$ cat src/rtl/device_quorum_watchdog_assert.svh
// Assertion macros for the device quorum watchdog.
`ifndef DEVICE_QUORUM_WATCHDOG_ASSERT_SVH
`define DEVICE_QUORUM_WATCHDOG_ASSERT_SVH

`ifndef SYNTH
`define DQW_ASSERT(label, clk, rst_n, prop, msg) \
    label: assert property (@(posedge clk) disable iff (!rst_n) prop) \
        else $error(msg);
`define DQW_ASSERT_IMP(label, clk, rst_n, ante, cons, msg) \
    label: assert property (@(posedge clk) disable iff (!rst_n) (ante) |-> (cons)) \
        else $error(msg);
`else
`define DQW_ASSERT(label, clk, rst_n, prop, msg)
`define DQW_ASSERT_IMP(label, clk, rst_n, ante, cons, msg)
`endif

`endif

$ cat src/rtl/dqw_pkg.sv
`default_nettype none

package dqw_pkg;

    localparam int NUM_DEVICES_DEF = 5;
    localparam int NUM_DEVICES_MAX = 16;

    localparam int OFF_W      = 5;
    localparam int CFG_IDX_W  = 3;
    localparam int CFG_DATA_W = 16;

    localparam logic [7:0]  ID_BASE_RST       = 8'hE7;
    localparam logic [7:0]  TOKEN_FIRST_RST   = 8'h00;
    localparam logic [7:0]  TOKEN_SECOND_RST  = 8'hAA;
    localparam logic [15:0] WINDOW_TICKS_RST  = 16'd2000;
    localparam logic [4:0]  OFF_THRESHOLD_RST = 5'd3;

    typedef enum logic [CFG_IDX_W-1:0] {
        CFG_ID_BASE       = 3'd0,
        CFG_TOKEN_FIRST   = 3'd1,
        CFG_TOKEN_SECOND  = 3'd2,
        CFG_WINDOW_TICKS  = 3'd3,
        CFG_OFF_THRESHOLD = 3'd4
    } t_cfg_idx;

    typedef enum logic [1:0] {
        OUT_TICK      = 2'd0,
        OUT_ACCEPT    = 2'd1,
        OUT_BAD_TOKEN = 2'd2,
        OUT_UNKNOWN   = 2'd3
    } t_outcome;

    typedef struct packed {
        logic [7:0]  id_base;
        logic [7:0]  token_first;
        logic [7:0]  token_second;
        logic [15:0] window_ticks;
        logic [4:0]  off_threshold;
    } t_cfg;

    typedef struct packed {
        logic       req_type;
        logic [7:0] token_first_req;
        logic [7:0] token_second_req;
        logic [7:0] device_id;
        logic [7:0] status_value;
    } t_item;

    typedef struct packed {
        logic             control_level;
        t_outcome         packet_outcome;
        logic             window_end;
        logic             window_tripped;
        logic [OFF_W-1:0] off_count;
    } t_result;

endpackage

`default_nettype wire

$ cat src/rtl/dqw_cfg.sv
`default_nettype none

module dqw_cfg (
    input  wire logic                            i_clk,
    input  wire logic                            i_rst_n,
    input  wire logic                            i_we,
    input  wire logic [dqw_pkg::CFG_IDX_W-1:0]  i_index,
    input  wire logic [dqw_pkg::CFG_DATA_W-1:0] i_data,
    output dqw_pkg::t_cfg                        o_cfg
);
    import dqw_pkg::*;

    t_cfg r_cfg;
    t_cfg n_cfg;

    always_comb begin
        n_cfg = r_cfg;
        if (i_we) begin
            unique case (i_index)
                CFG_ID_BASE:       n_cfg.id_base       = i_data[7:0];
                CFG_TOKEN_FIRST:   n_cfg.token_first   = i_data[7:0];
                CFG_TOKEN_SECOND:  n_cfg.token_second  = i_data[7:0];
                CFG_WINDOW_TICKS:  n_cfg.window_ticks  = i_data[15:0];
                CFG_OFF_THRESHOLD: n_cfg.off_threshold = i_data[4:0];
                default:           n_cfg = r_cfg;
            endcase
        end
    end

    always_ff @(posedge i_clk) begin
        if (!i_rst_n) begin
            r_cfg.id_base       <= ID_BASE_RST;
            r_cfg.token_first   <= TOKEN_FIRST_RST;
            r_cfg.token_second  <= TOKEN_SECOND_RST;
            r_cfg.window_ticks  <= WINDOW_TICKS_RST;
            r_cfg.off_threshold <= OFF_THRESHOLD_RST;
        end else begin
            r_cfg <= n_cfg;
        end
    end

    assign o_cfg = r_cfg;

endmodule

`default_nettype wire

$ cat src/rtl/dqw_core.sv
`default_nettype none

`include "device_quorum_watchdog_assert.svh"

module dqw_core #(
    parameter int NUM_DEVICES = dqw_pkg::NUM_DEVICES_DEF
) (
    input  wire logic    i_clk,
    input  wire logic    i_rst_n,
    input  wire dqw_pkg::t_cfg    i_cfg,
    input  wire logic    i_vld,
    input  wire dqw_pkg::t_item   i_item,
    output logic         o_ready,
    input  wire logic    i_out_stall,
    output logic         o_vld,
    output dqw_pkg::t_result o_res
);
    import dqw_pkg::*;

    localparam logic [7:0] DEV_CNT = 8'(NUM_DEVICES);

    logic [NUM_DEVICES-1:0] r_off;
    logic [NUM_DEVICES-1:0] n_off;
    logic [15:0]            r_tick;
    logic [15:0]            n_tick;
    logic                   r_run;
    logic                   n_run;
    logic                   r_level;
    logic                   n_level;
    logic                   r_out_vld;
    t_result                r_res;
    t_result                n_res;

    logic                   fire;
    logic [7:0]             slot;
    logic [15:0]            tick_inc;
    logic [OFF_W-1:0]       cnt_cur;
    logic [OFF_W-1:0]       cnt_next;

    assign o_ready = !r_out_vld || !i_out_stall;
    assign fire    = i_vld && o_ready;
    assign slot    = i_item.device_id - i_cfg.id_base;
    assign tick_inc = r_tick + 16'd1;

    always_comb begin
        cnt_cur = '0;
        for (int i = 0; i < NUM_DEVICES; i++) begin
            cnt_cur = cnt_cur + OFF_W'(r_off[i]);
        end
    end

    always_comb begin
        n_off   = r_off;
        n_tick  = r_tick;
        n_run   = r_run;
        n_level = r_level;
        n_res.packet_outcome = OUT_TICK;
        n_res.window_end     = 1'b0;
        n_res.window_tripped = 1'b0;
        if (!i_item.req_type) begin
            if (i_item.token_first_req != i_cfg.token_first ||
                i_item.token_second_req != i_cfg.token_second) begin
                n_res.packet_outcome = OUT_BAD_TOKEN;
            end else if (slot >= DEV_CNT) begin
                n_res.packet_outcome = OUT_UNKNOWN;
            end else begin
                n_res.packet_outcome = OUT_ACCEPT;
                for (int i = 0; i < NUM_DEVICES; i++) begin
                    if (slot == 8'(i)) begin
                        n_off[i] = (i_item.status_value == 8'd0);
                    end
                end
            end
        end else if (r_run) begin
            n_tick = tick_inc;
            if (tick_inc == i_cfg.window_ticks) begin
                n_res.window_end = 1'b1;
                n_tick = '0;
                if (cnt_cur >= i_cfg.off_threshold) begin
                    n_res.window_tripped = 1'b1;
                    n_level = 1'b0;
                    n_run   = 1'b0;
                end else begin
                    n_off = '0;
                end
            end
        end
        n_res.control_level = n_level;
        n_res.off_count     = cnt_next;
    end

    always_comb begin
        cnt_next = '0;
        for (int i = 0; i < NUM_DEVICES; i++) begin
            cnt_next = cnt_next + OFF_W'(n_off[i]);
        end
    end

    always_ff @(posedge i_clk) begin
        if (!i_rst_n) begin
            r_off     <= '0;
            r_tick    <= '0;
            r_run     <= 1'b1;
            r_level   <= 1'b1;
            r_out_vld <= 1'b0;
        end else begin
            if (fire) begin
                r_off   <= n_off;
                r_tick  <= n_tick;
                r_run   <= n_run;
                r_level <= n_level;
            end
            if (o_ready) begin
                r_out_vld <= i_vld;
            end
        end
    end

    always_ff @(posedge i_clk) begin
        if (fire) begin
            r_res <= n_res;
        end
    end

    assign o_vld = r_out_vld;
    assign o_res = r_res;

    `DQW_ASSERT(a_latch_holds, i_clk, i_rst_n, !r_level |=> !r_level, "control latch released")
    `DQW_ASSERT(a_run_tracks_level, i_clk, i_rst_n, r_run == r_level, "run and level disagree")
    `DQW_ASSERT_IMP(a_stopped_idle, i_clk, i_rst_n, !r_run, r_tick == '0, "tick count moved while stopped")
    `DQW_ASSERT_IMP(a_trip_result, i_clk, i_rst_n, r_out_vld && r_res.window_tripped, !r_res.control_level && r_res.window_end, "trip result inconsistent")

endmodule

`default_nettype wire

$ cat src/rtl/device_quorum_watchdog.sv
// Path: an accepted item goes into the input register, then its result into the result
// register. Throughput: one item per cycle while the output is not stalled;
// the state update is a single pass over the flags.
// Reset (synchronous, active low): registers to defaults, all devices on, count zero,
// window running, control output on, both pipeline stages empty.
`default_nettype none

module device_quorum_watchdog #(
    parameter int NUM_DEVICES = dqw_pkg::NUM_DEVICES_DEF
) (
    input  wire logic                            i_clk,
    input  wire logic                            i_rst_n,
    input  wire logic                            i_cfg_we,
    input  wire logic [dqw_pkg::CFG_IDX_W-1:0]  i_cfg_index,
    input  wire logic [dqw_pkg::CFG_DATA_W-1:0] i_cfg_data,
    input  wire logic                            i_in_valid,
    output logic                                 o_in_stall,
    input  wire logic                            i_req_type,
    input  wire logic [7:0]                      i_token_first_req,
    input  wire logic [7:0]                      i_token_second_req,
    input  wire logic [7:0]                      i_device_id,
    input  wire logic [7:0]                      i_status_value,
    output logic                                 o_out_valid,
    input  wire logic                            i_out_stall,
    output logic                                 o_control_level,
    output logic [1:0]                           o_packet_outcome,
    output logic                                 o_window_end,
    output logic                                 o_window_tripped,
    output logic [dqw_pkg::OFF_W-1:0]            o_off_count
);
    import dqw_pkg::*;

    t_cfg    cfg;
    t_item   r_in;
    logic    r_in_vld;
    logic    core_ready;
    t_result res;

    dqw_cfg u_cfg (
        .i_clk   (i_clk),
        .i_rst_n (i_rst_n),
        .i_we    (i_cfg_we),
        .i_index (i_cfg_index),
        .i_data  (i_cfg_data),
        .o_cfg   (cfg)
    );

    assign o_in_stall = r_in_vld && !core_ready;

    always_ff @(posedge i_clk) begin
        if (!i_rst_n) begin
            r_in_vld <= 1'b0;
        end else if (!o_in_stall) begin
            r_in_vld <= i_in_valid;
        end
    end

    always_ff @(posedge i_clk) begin
        if (i_in_valid && !o_in_stall) begin
            r_in.req_type         <= i_req_type;
            r_in.token_first_req  <= i_token_first_req;
            r_in.token_second_req <= i_token_second_req;
            r_in.device_id        <= i_device_id;
            r_in.status_value     <= i_status_value;
        end
    end

    dqw_core #(
        .NUM_DEVICES (NUM_DEVICES)
    ) u_core (
        .i_clk       (i_clk),
        .i_rst_n     (i_rst_n),
        .i_cfg       (cfg),
        .i_vld       (r_in_vld),
        .i_item      (r_in),
        .o_ready     (core_ready),
        .i_out_stall (i_out_stall),
        .o_vld       (o_out_valid),
        .o_res       (res)
    );

    assign o_control_level  = res.control_level;
    assign o_packet_outcome = res.packet_outcome;
    assign o_window_end     = res.window_end;
    assign o_window_tripped = res.window_tripped;
    assign o_off_count      = res.off_count;

endmodule

`default_nettype wire
$ cat config.mk
export PLATFORM = sky130hd
export DESIGN_NAME = device_quorum_watchdog
export DESIGN_NICKNAME = d
export VERILOG_FILES = /design/src/rtl/dqw_pkg.sv /design/src/rtl/dqw_cfg.sv /design/src/rtl/dqw_core.sv /design/src/rtl/device_quorum_watchdog.sv
export VERILOG_INCLUDE_DIRS = /design/src /design/src/rtl
export SDC_FILE = /design/constraint.sdc
export NUM_CORES = 1
export LEC_CHECK = 0
export ABC_AREA = 1
export BUFFER_PORTS_ARGS = -buffer_cell sky130_fd_sc_hd__buf_2
export CAP_MARGIN = 20
export CORE_ASPECT_RATIO = 0.9
export CORE_MARGIN = 10
export CORE_UTILIZATION = 58
export DETAILED_ROUTE_END_ITERATION = 7
export GPL_ROUTABILITY_DRIVEN = 0
export PLACE_DENSITY = 0.8
export SLEW_MARGIN = 5
export SYNTH_ARGS = -nofsm -noshare
export SYNTH_HDL_FRONTEND = slang
export SYNTH_SLANG_ARGS = --single-unit
$ cat constraint.sdc
create_clock -name i_clk -period 5.5 [get_ports i_clk]
set_clock_uncertainty 0.2 [all_clocks]
set_input_delay 0.55 -clock i_clk [delete_from_list [all_inputs] [get_ports i_clk]]
set_output_delay 0.55 -clock i_clk [all_outputs]
set_load 0.1 [all_outputs]
==> qor.yml, run 1 <==
drive_gt1_share_pct: 14.7
finalCritPeriodShare_pct: 92.3
grt.overflow.total: 0
hp-class: "primary input to register"
endpoint_kind: "register"
coreArea_sq_um: 9610
synth_edf_count: 41
cp.required_ns: 5.42
seq_area_sq_um: 2630
r2r-start: "u_core.r_off[1]"
p_leak_nw: 2.69
io_pins: 69
grt_pass1_vias: 4817
max_stage_delay_ns: 0.49
power.density_nw_per_um2: 254
yosys_warnings: 0
clk_pin_slew_ns: 0.11
dr.pass1.iters: 7
max_slew_margin_pct: 37.8
nets: 848
run_status: "finished, final reports clean"
ir_drop_uv: 157
final_core_util_pct: 65.3
startpoint: "u_core.r_off[1]"
dp_cells: 886
antenna_found_initial: 0
path_max_fanout: 5
clock.fmax_ghz: 0.197
cts.sinks: 111
grt_max_degree: 47
hold_buffers: 0
num-fill-cells: 838
rows: 34
final_area_sq_um: 6280
maxCapViolCount: 0
cts_resized: 0
postCtsSetupBuffers: 0
slowest_stage: "fa_1"
start_kind: "register"
vias: 4877
hpwl_um: 9740
synth-main-ff-cell: "dfxtp_1"
ys_ff_latch: 111
rsz0062_at_grt: "no"
n_antenna_cell: 0
dieArea_sq_um: 14200
hold_viol: 0
detail_route.wl_per_cell_um: 14.4
initial_utilization_pct: 59.1
syn_avg_cell_area_sq_um: 7.99
port_buffers: 66
routed_wl_um: 12900
fin_tns_setup_ns: 0
critPathMostFrequentCell: "inv_1"
post-route-min-period_ns: 5.08
drc: 0
worstSkewPairLatency_ns: 0.38
netlist_area_sq_um: 5690
async_flop_share_pct: 0
placed_area_sq_um: 6090
r2r_slack_ns: 0.42
setup_violations: 0
die_h_um: 114
clockRootBuffer: "clkbuf_8"
slew_viol_final: 0
grt_first_pass_wirelength_um: 21600
crit_end: "u_core.o_res[1]"
die_w_um: 124
yosysSeqAreaShare_pct: 46.3
whs_ns: 0.135
syn_inst: 712
r2r_end: "u_core.o_res[1]"
yosysUniqueCellTypes: 36
worst-r2r-cell-count: 25
multiInputGateArea_sq_um: 2620
syn2layout_area_growth_pct: 10.4
final_cells: 902
worst_pin_slew_ns: 0.930
drtIter0Drc: 337
cts_max_path_buffers: 2
cts_max_level: 3
cts_buffers: 9
cts_tree: "yes"
cp.arrival_ns: 5.00
vias_per_cell: 5.41
grt_usage_pct: 18.0
setup.worst_path.class: "register to register"
antenna_left: 0
-- how the worst min path moves through the flow --
stage / start / end / cells past startpoint
after floorplan: u_cfg.o_cfg[40] / u_cfg.o_cfg[40] / 2
after global placement: u_core.r_level / u_core.r_level / 2
after detailed placement: u_core.r_level / u_core.r_level / 2
after CTS: i_token_second_req[7] / r_in[23] / 1
after global routing: i_token_second_req[6] / r_in[22] / 1
final: i_token_second_req[7] / r_in[23] / 1
-- per-stage QoR --
stage | worst slack (ns) | power, W
after detailed placement | 0.438 | 0.00114
after global routing | 0.154 | 0.00167
final | 0.422 | 0.00159
after floorplan | 0.840 | 0.00108
after global placement | 0.679 | 0.00113
after CTS | 0.425 | 0.00160
-- cell usage after synthesis, types with 2 or more instances --
library cell  number  area share (%)
nor2_1            70             4.6
ha_1              15             3.3
nand3_1           57             5.0
buf_4              4            0.53
dfxtp_1           70              25
a21oi_1           51             4.5
o21bai_1           3            0.40
nand3_2            4            0.70
nor2_4             7             1.4
nand4_1           22             2.4
inv_2              2            0.13
edfxtp_1          41              22
fa_1               5             1.8
xnor2_1           21             3.2
inv_1             87             5.7
nand3b_1           4            0.53
nand2_1          163              11
o21ai_0           36             3.2
nor3_1             4            0.35
clkbuf_1          14            0.92
nand2_2            8            0.88
o211ai_1           5            0.66
nor2_2             6            0.66
-- logic make-up after synthesis --
group           Yosys count  synth area share [%]
compound gates           98                  9.06
xor+xnor                 22                  3.63
fa+ha+maj                20                  5.06
buf+inv                 110                  7.68
flops                   111                  46.3
other cells               1                0.0659
simple gates            350                  28.2
-- sequential cells by signal, indices dropped and copies added (netlist names) --
signal          cells
r_in_vld            1
u_core.r_tick      16
u_core.r_level      1
u_core.o_vld        1
u_cfg.o_cfg        45
u_core.o_res        8
u_core.r_run        1
u_core.r_off        5
r_in               33
-- per-layer routing --
layer  vias up  share of wire [%]  GRT usage, %
li1       2445                  -             -
met2       175                 47          30.5
met4         0                2.0          6.83
met1      2230                 43          21.8
met3        27                7.1          4.36
met5         -                  0             0
-- where the power goes --
part	total [W]	internal [W]	switching [W]	leakage [nW]
combinational	0.000222	0.0000731	0.000149	1.63
clock	0.000467	0.000174	0.000293	0.0934
sequential	0.000905	0.000888	0.0000174	0.966
-- worst max-delay path, delay by kind of cell, from the launching register on --
kind,cells,cell delay [ns]
fa+ha+maj,9,2.73
simple gates,6,0.79
buf+inv,8,0.49
flops,1,0.41
compound gates,2,0.21
-- cell type report --
class	count	share of cell area (%)
Sequential cell	111	41.9
Clock buffer	9	1.97
Tap cell	126	2.51
Multi-Input combinational cell	492	41.8
Clock inverter	7	1.04
Inverter	90	5.38
Timing Repair Buffer	67	5.38
-- cell usage in the layout, fill, tap and decap left out, types with 15 or more instances in the layout --
| cell type | instances |
|---|---|
| ha_1 | 15 |
| edfxtp_1 | 41 |
| dfxtp_1 | 70 |
| inv_1 | 87 |
| xnor2_1 | 21 |
| nand2_1 | 163 |
| nand4_1 | 22 |
| nor2_1 | 70 |
| a21oi_1 | 51 |
| nand3_1 | 57 |
| buf_2 | 66 |
| o21ai_0 | 36 |
(Power assumes the default switching activity.)
==> run 2, diff against run 1 <==
--- a/config.mk
+++ b/config.mk
@@ -15,6 +15,7 @@
 export DETAILED_ROUTE_END_ITERATION = 7
 export GPL_ROUTABILITY_DRIVEN = 0
 export PLACE_DENSITY = 0.8
+export REMOVE_ABC_BUFFERS = 1
 export SLEW_MARGIN = 5
 export SYNTH_ARGS = -nofsm -noshare
 export SYNTH_HDL_FRONTEND = slang
==> run 2 against run 1 <==
Net effect:
- final area fell by 0.24%
- setup slack worse by 0.0097 ns
- worst hold slack is essentially flat
- register-to-register slack is essentially flat
- sequential power barely moved
- final cell count unchanged
- die area is the same
- wire length decreased by 4.8%
- clock-buffer cell count grew 2
- utilization down 0.16 points
- sequential share of layout area up 0.10 points
- via count is 1.6% lower
- largest cell class unchanged
==> qor.yml, run 2 (synthesis gave the netlist of run 1 again) <==
hold_viol: 0
clkPwrFrac_pct: 28.8
grt.overflow.total: 0
cts_max_level: 3
cts_buffers: 9
switching_share_pct: 28.2
m1WireLength_um: 5710
maxCapViolCount: 0
hold_depth: 1
vias_per_cell: 5.32
cts.sinks: 111
grt_usage_pct: 17.3
final_area_sq_um: 6260
power.density_nw_per_um2: 252
final_cell_mix: "nand2_1, inv_1, nor2_1, dfxtp_1, buf_2"
r2r-start: "u_core.r_off[1]"
antenna_found_initial: 0
grt_max_degree: 47
post-route-min-period_ns: 5.09
min_to: "r_in[11]"
grt_pass1_vias: 4636
clk_pin_slew_ns: 0.11
p_int_w: 0.00113
routed_wl_um: 12300
worstSkewPairLatency_ns: 0.38
cts_tree: "yes"
die_w_um: 124
dr.pass1.iters: 7
dr_wl_met3_um: 814
antenna_left: 0
largest_register_ffs: 45
ir_drop_uv: 197
worst-r2r-cell-count: 25
die_h_um: 114
highest_layer: "met4"
run_status: "finished, final reports clean"
p_leak_nw: 2.69
fin_tns_setup_ns: 0
cts_resized: 0
rsz0062_at_grt: "no"
path_max_fanout: 5
switchingPower_w: 0.000445
worst_pin_slew_ns: 0.990
initial_utilization_pct: 59.1
vias: 4798
detail_route.wl_per_cell_um: 13.7
dieArea_sq_um: 14200
r2r_end: "u_core.o_res[1]"
hold_buffers: 0
min_from: "i_device_id[3]"
grt_first_pass_wirelength_um: 21100
cp.arrival_ns: 5.01
hp-class: "primary input to register"
clock.fmax_ghz: 0.197
met2_length_um: 5650
cts_max_path_buffers: 2
pwr-share-seq_pct: 57.4
num-fill-cells: 853
comb_power_share_pct: 13.8
endpoint_kind: "register"
syn2layout_area_growth_pct: 10.1
drive_gt1_share_pct: 14.6
r2r_slack_ns: 0.41
hpwl_um: 9220
cp.required_ns: 5.42
postCtsSetupBuffers: 0
nets: 848
start_kind: "register"
drtIter0Drc: 384
dp_cells: 886
rows: 34
drc: 0
max_slew_margin_pct: 33.8
final_common_cell: "nand2_1"
setup_violations: 0
final_core_util_pct: 65.1
placed_area_sq_um: 6090
port_buffers: 66
setup.worst_path.class: "register to register"
final_cells: 902
finalCritPeriodShare_pct: 92.5
n_antenna_cell: 0
slew_viol_final: 0
coreArea_sq_um: 9610
clockRootBuffer: "clkbuf_8"
io_pins: 69
==> run 2: cell types whose count changed in the layout (fill, tap and decap cells not counted), sizes merged <==
cell / change
clkinv: -2
inv: +1
clkinvlp: -1
clkbuf: +2
==> run 2: final cells by class <==
class                   count  area (sq um)  share of cell area [%]
well taps                 126           158                    2.52
inverters                  90           338                    5.40
multi-input cells         492          2620                    41.9
clock buffers              11           133                    2.12
repair buffers             67           338                    5.40
flip-flops and latches    111          2630                    42.0
clock inverters             5          41.3                   0.659
==> run 2: how the worst max path moves through the flow <==
stage	slack, ns	depth (start not counted)	start	endpoint
2_1_floorplan	0.83	25	u_core.r_off[0]	u_core.o_res[1]
3_3_place_gp	0.70	25	u_core.r_off[0]	u_core.o_res[1]
3_5_place_dp	0.45	25	u_core.r_off[1]	u_core.o_res[1]
4_1_cts	0.43	25	u_core.r_off[0]	u_core.o_res[1]
5_1_grt	0.13	25	u_core.r_off[0]	u_core.o_res[1]
6_report	0.41	25	u_core.r_off[1]	u_core.o_res[1]
==> run 2: metrics by stage <==
stage | total power (W) | worst slack (ns) | hold WS (ns)
floorplan | 0.00107 | 0.830 | 0.235
global placement | 0.00113 | 0.697 | 0.254
detailed placement | 0.00114 | 0.454 | 0.266
CTS | 0.00159 | 0.425 | 0.124
global route | 0.00165 | 0.128 | 0.113
finish | 0.00158 | 0.412 | 0.134
==> run 2: per-layer routing <==
layer | global-route usage [%] | vias to the layer above
met3 | 4.45 | 16
met1 | 22.1 | 2200
met4 | 5.66 | 0
met2 | 28.2 | 142
li1 | - | 2440
met5 | 0 | -
==> run 2: worst max-delay path: stages (launching register included) <==
cell and delay, ns:
dfxtp_1 0.40, ha_1 0.25, inv_1 0.07, fa_1 0.40, inv_1 0.07, ha_1 0.14
inv_1 0.05, fa_1 0.48, inv_1 0.04, ha_1 0.27, inv_1 0.04, o21bai_1 0.16
a21oi_1 0.08, nor3_1 0.37, nor2_1 0.13, nand3_4 0.14, nand2_1 0.06, nand2_1 0.05
nand2_1 0.07, inv_1 0.06, ha_1 0.22, inv_1 0.07, fa_1 0.41, inv_1 0.07
ha_1 0.15, fa_1 0.41
==> run 2: power groups by stage <==
stage | logic, W | clock network [W] | registers, W
5_1_grt | 0.000249 | 0.000494 | 0.000909
3_5_place_dp | 0.000219 | 0 | 0.000924
4_1_cts | 0.000220 | 0.000462 | 0.000906
3_3_place_gp | 0.000206 | 0 | 0.000923
6_report | 0.000219 | 0.000454 | 0.000906
2_1_floorplan | 0.000128 | 0 | 0.000947
==> run 3, diff against run 2 <==
--- a/config.mk
+++ b/config.mk
@@ -11,7 +11,7 @@
 export CAP_MARGIN = 20
 export CORE_ASPECT_RATIO = 0.9
 export CORE_MARGIN = 10
-export CORE_UTILIZATION = 58
+export CORE_UTILIZATION = 59
 export DETAILED_ROUTE_END_ITERATION = 7
 export GPL_ROUTABILITY_DRIVEN = 0
 export PLACE_DENSITY = 0.8
@@ -19,4 +19,5 @@
 export SLEW_MARGIN = 5
 export SYNTH_ARGS = -nofsm -noshare
 export SYNTH_HDL_FRONTEND = slang
+export SYNTH_HIERARCHICAL = 1
 export SYNTH_SLANG_ARGS = --single-unit
==> run 3 against run 2 <==
Net effect:
- wire length is 9.4% higher
- power is 11% higher
- critical path type unchanged
- setup slack better by 0.38 ns
- first-iteration DRC count is 51% higher
- clock power is 35% higher
==> qor.yml, run 3 <==
syn_inst: 766
grt_usage_pct: 18.5
final_cells: 961
yosys-top-cells-count: "nand2_1, inv_1, nor2_1, nand3_1, dfxtp_1"
maxCapViolCount: 0
r2r-start: "u_core/r_off[1]"
hp-class: "primary input to register"
hpwl_um: 9970
fin_tns_setup_ns: 0
endpoint_kind: "register"
finalCritPeriodShare_pct: 85.6
post-route-min-period_ns: 4.71
yosysSeqAreaShare_pct: 43.8
syn_avg_cell_area_sq_um: 7.85
antenna_found_initial: 0
r2r_end: "u_core/o_res[1]"
coreArea_sq_um: 9830
io_pins: 69
setup_violations: 0
cts_buffers: 9
final_common_cell: "nand2_1"
final_core_util_pct: 68.0
rsz0062_at_grt: "no"
worstSkewPairLatency_ns: 0.35
grt_busiest_layer: "met2"
cts_max_path_buffers: 2
final_cell_mix: "nand2_1, inv_1, nor2_1, nand3_1, dfxtp_1"
worst-r2r-cell-count: 19
setup.worst_path.class: "register to register"
cp.required_ns: 5.40
r2r_slack_ns: 0.79
dr.pass1.iters: 5
synth_top_area_share_pct: 23.3
vias_per_cell: 5.37
hold_viol: 0
critPathMostFrequentCell: "inv_1"
drc: 0
cp_cell_sequence: "inv_1 -> fa_1 -> inv_1 -> fa_1 -> ha_1 -> ha_1 -> inv_1 -> o21bai_1 -> a21oi_1 -> nor3_1 -> nor2_1 -> nand3_1 -> nand3_1 -> nand2_1 -> inv_1 -> fa_1 -> inv_1 -> fa_1 -> ha_1"
grt_pass1_vias: 4966
largest_register_ffs: 45
die_w_um: 126
path_max_fanout: 5
yosys_warnings: 6
grt_first_pass_wirelength_um: 22600
netlist_area_sq_um: 6010
n_antenna_cell: 0
ys_ff_latch: 111
p_leak_nw: 3.03
yosysMostFrequentCell: "nand2_1"
cts_resized: 0
drive_gt1_share_pct: 17.0
min_to: "r_in[25]"
vias: 5160
routed_wl_um: 13500
cp.arrival_ns: 4.61
synth_area_leaders: "dfxtp_1, edfxtp_1, nand2_1, nand3_1, inv_1"
cts_tree: "yes"
hold_buffers: 0
globalRouteMet2Util_pct: 30.3
ir_drop_uv: 216
clock.fmax_ghz: 0.212
clockRootBuffer: "clkbuf_16"
cts.sinks: 111
max_stage_delay_ns: 0.53
antenna_left: 0
initial_utilization_pct: 61.2
cts_max_level: 3
worst_pin_slew_ns: 0.872
rows: 34
slew_viol_final: 0
power.density_nw_per_um2: 262
dieArea_sq_um: 14600
syn2layout_area_growth_pct: 11.2
clk_pin_slew_ns: 0.07
yosysUniqueCellTypes: 42
min_from: "i_token_first_req[1]"
synth_edf_count: 41
dp_cells: 945
hold_depth: 1
start_kind: "register"
grt.overflow.total: 0
die_h_um: 116
max_slew_margin_pct: 41.3
drtIter0Drc: 578
nets: 905
detail_route.wl_per_cell_um: 14.0
grt_max_degree: 54
run_status: "finished, final reports clean"
postCtsSetupBuffers: 0
slowest_stage: "fa_1"
groute.layer.met3.usage_pct: 5.75
synth-main-ff-cell: "dfxtp_1"
synth.largest_area_cell: "dfxtp_1"
port_buffers: 66
grtUsageMet1_pct: 23.1
async_flop_share_pct: 0
## run 3: layout make-up
cell class / count / area, sq um
clock inverter: 6 / 45.0
tap: 126 / 158
fill: 847 / 3150
clock buffer: 10 / 229
multi-input combinational: 538 / 2890
inverter: 102 / 385
sequential: 111 / 2630
timing repair buffer: 68 / 345
## run 3: cell families after synthesis
group	synth area share (%)
AO/OA/AOI/OAI	4.18
XOR/XNOR	3.85
adder cells (fa/ha/maj)	4.37
buffers and inverters	8.27
flip-flops	43.8
other	0.0624
AND/OR/NAND/NOR	35.5
## run 3: per-stage QoR
step	instance area, sq um	worst slack (ns)	hold slack (ns)	power (W)
4_1_cts	6680	0.772	0.155	0.00177
3_3_place_gp	6410	0.968	0.240	0.00115
6_report	6680	0.791	0.167	0.00175
5_1_grt	6680	0.472	0.150	0.00184
3_5_place_dp	6410	0.808	0.261	0.00116
2_1_floorplan	5900	1.12	0.229	0.00109
## run 3: worst max-delay path by stage
| stage | cells past startpoint | endpoint | startpoint | slack, ns |
|---|---|---|---|---|
| after global placement | 19 | u_core/o_res[1] | u_core/r_off[0] | 0.97 |
| after CTS | 19 | u_core/o_res[1] | u_core/r_off[1] | 0.77 |
| after detailed placement | 19 | u_core/o_res[1] | u_core/r_off[1] | 0.81 |
| after global routing | 19 | u_core/o_res[1] | u_core/r_off[0] | 0.47 |
| final | 19 | u_core/o_res[1] | u_core/r_off[1] | 0.79 |
| after floorplan | 19 | u_core/o_res[1] | u_core/r_off[0] | 1.12 |
## run 3: worst max-delay path, delay by kind of cell, from the launching register on
family | cells | cell delay, ns
adders and majority gates | 7 | 2.65
buffers and inverters | 5 | 0.28
and+or+nand+nor | 5 | 0.76
DFF | 1 | 0.37
AOI/OAI and AO/OA | 2 | 0.21
## run 3: report_power, final
| group | switching, W | internal [W] | total [W] | leakage [nW] |
|---|---|---|---|---|
| Sequential | 0.0000202 | 0.000887 | 0.000908 | 0.964 |
| Clock | 0.000301 | 0.000311 | 0.000612 | 0.132 |
| Combinational | 0.000157 | 0.0000771 | 0.000234 | 1.93 |
| Total | 0.000478 | 0.00128 | 0.00175 | 3.03 |
## run 3: per-layer routing
metal,vias to the layer above,routed length [um]
li1,2580,-
met1,2393,6080
met2,169,6280
met3,18,976
met4,0,160
met5,-,0
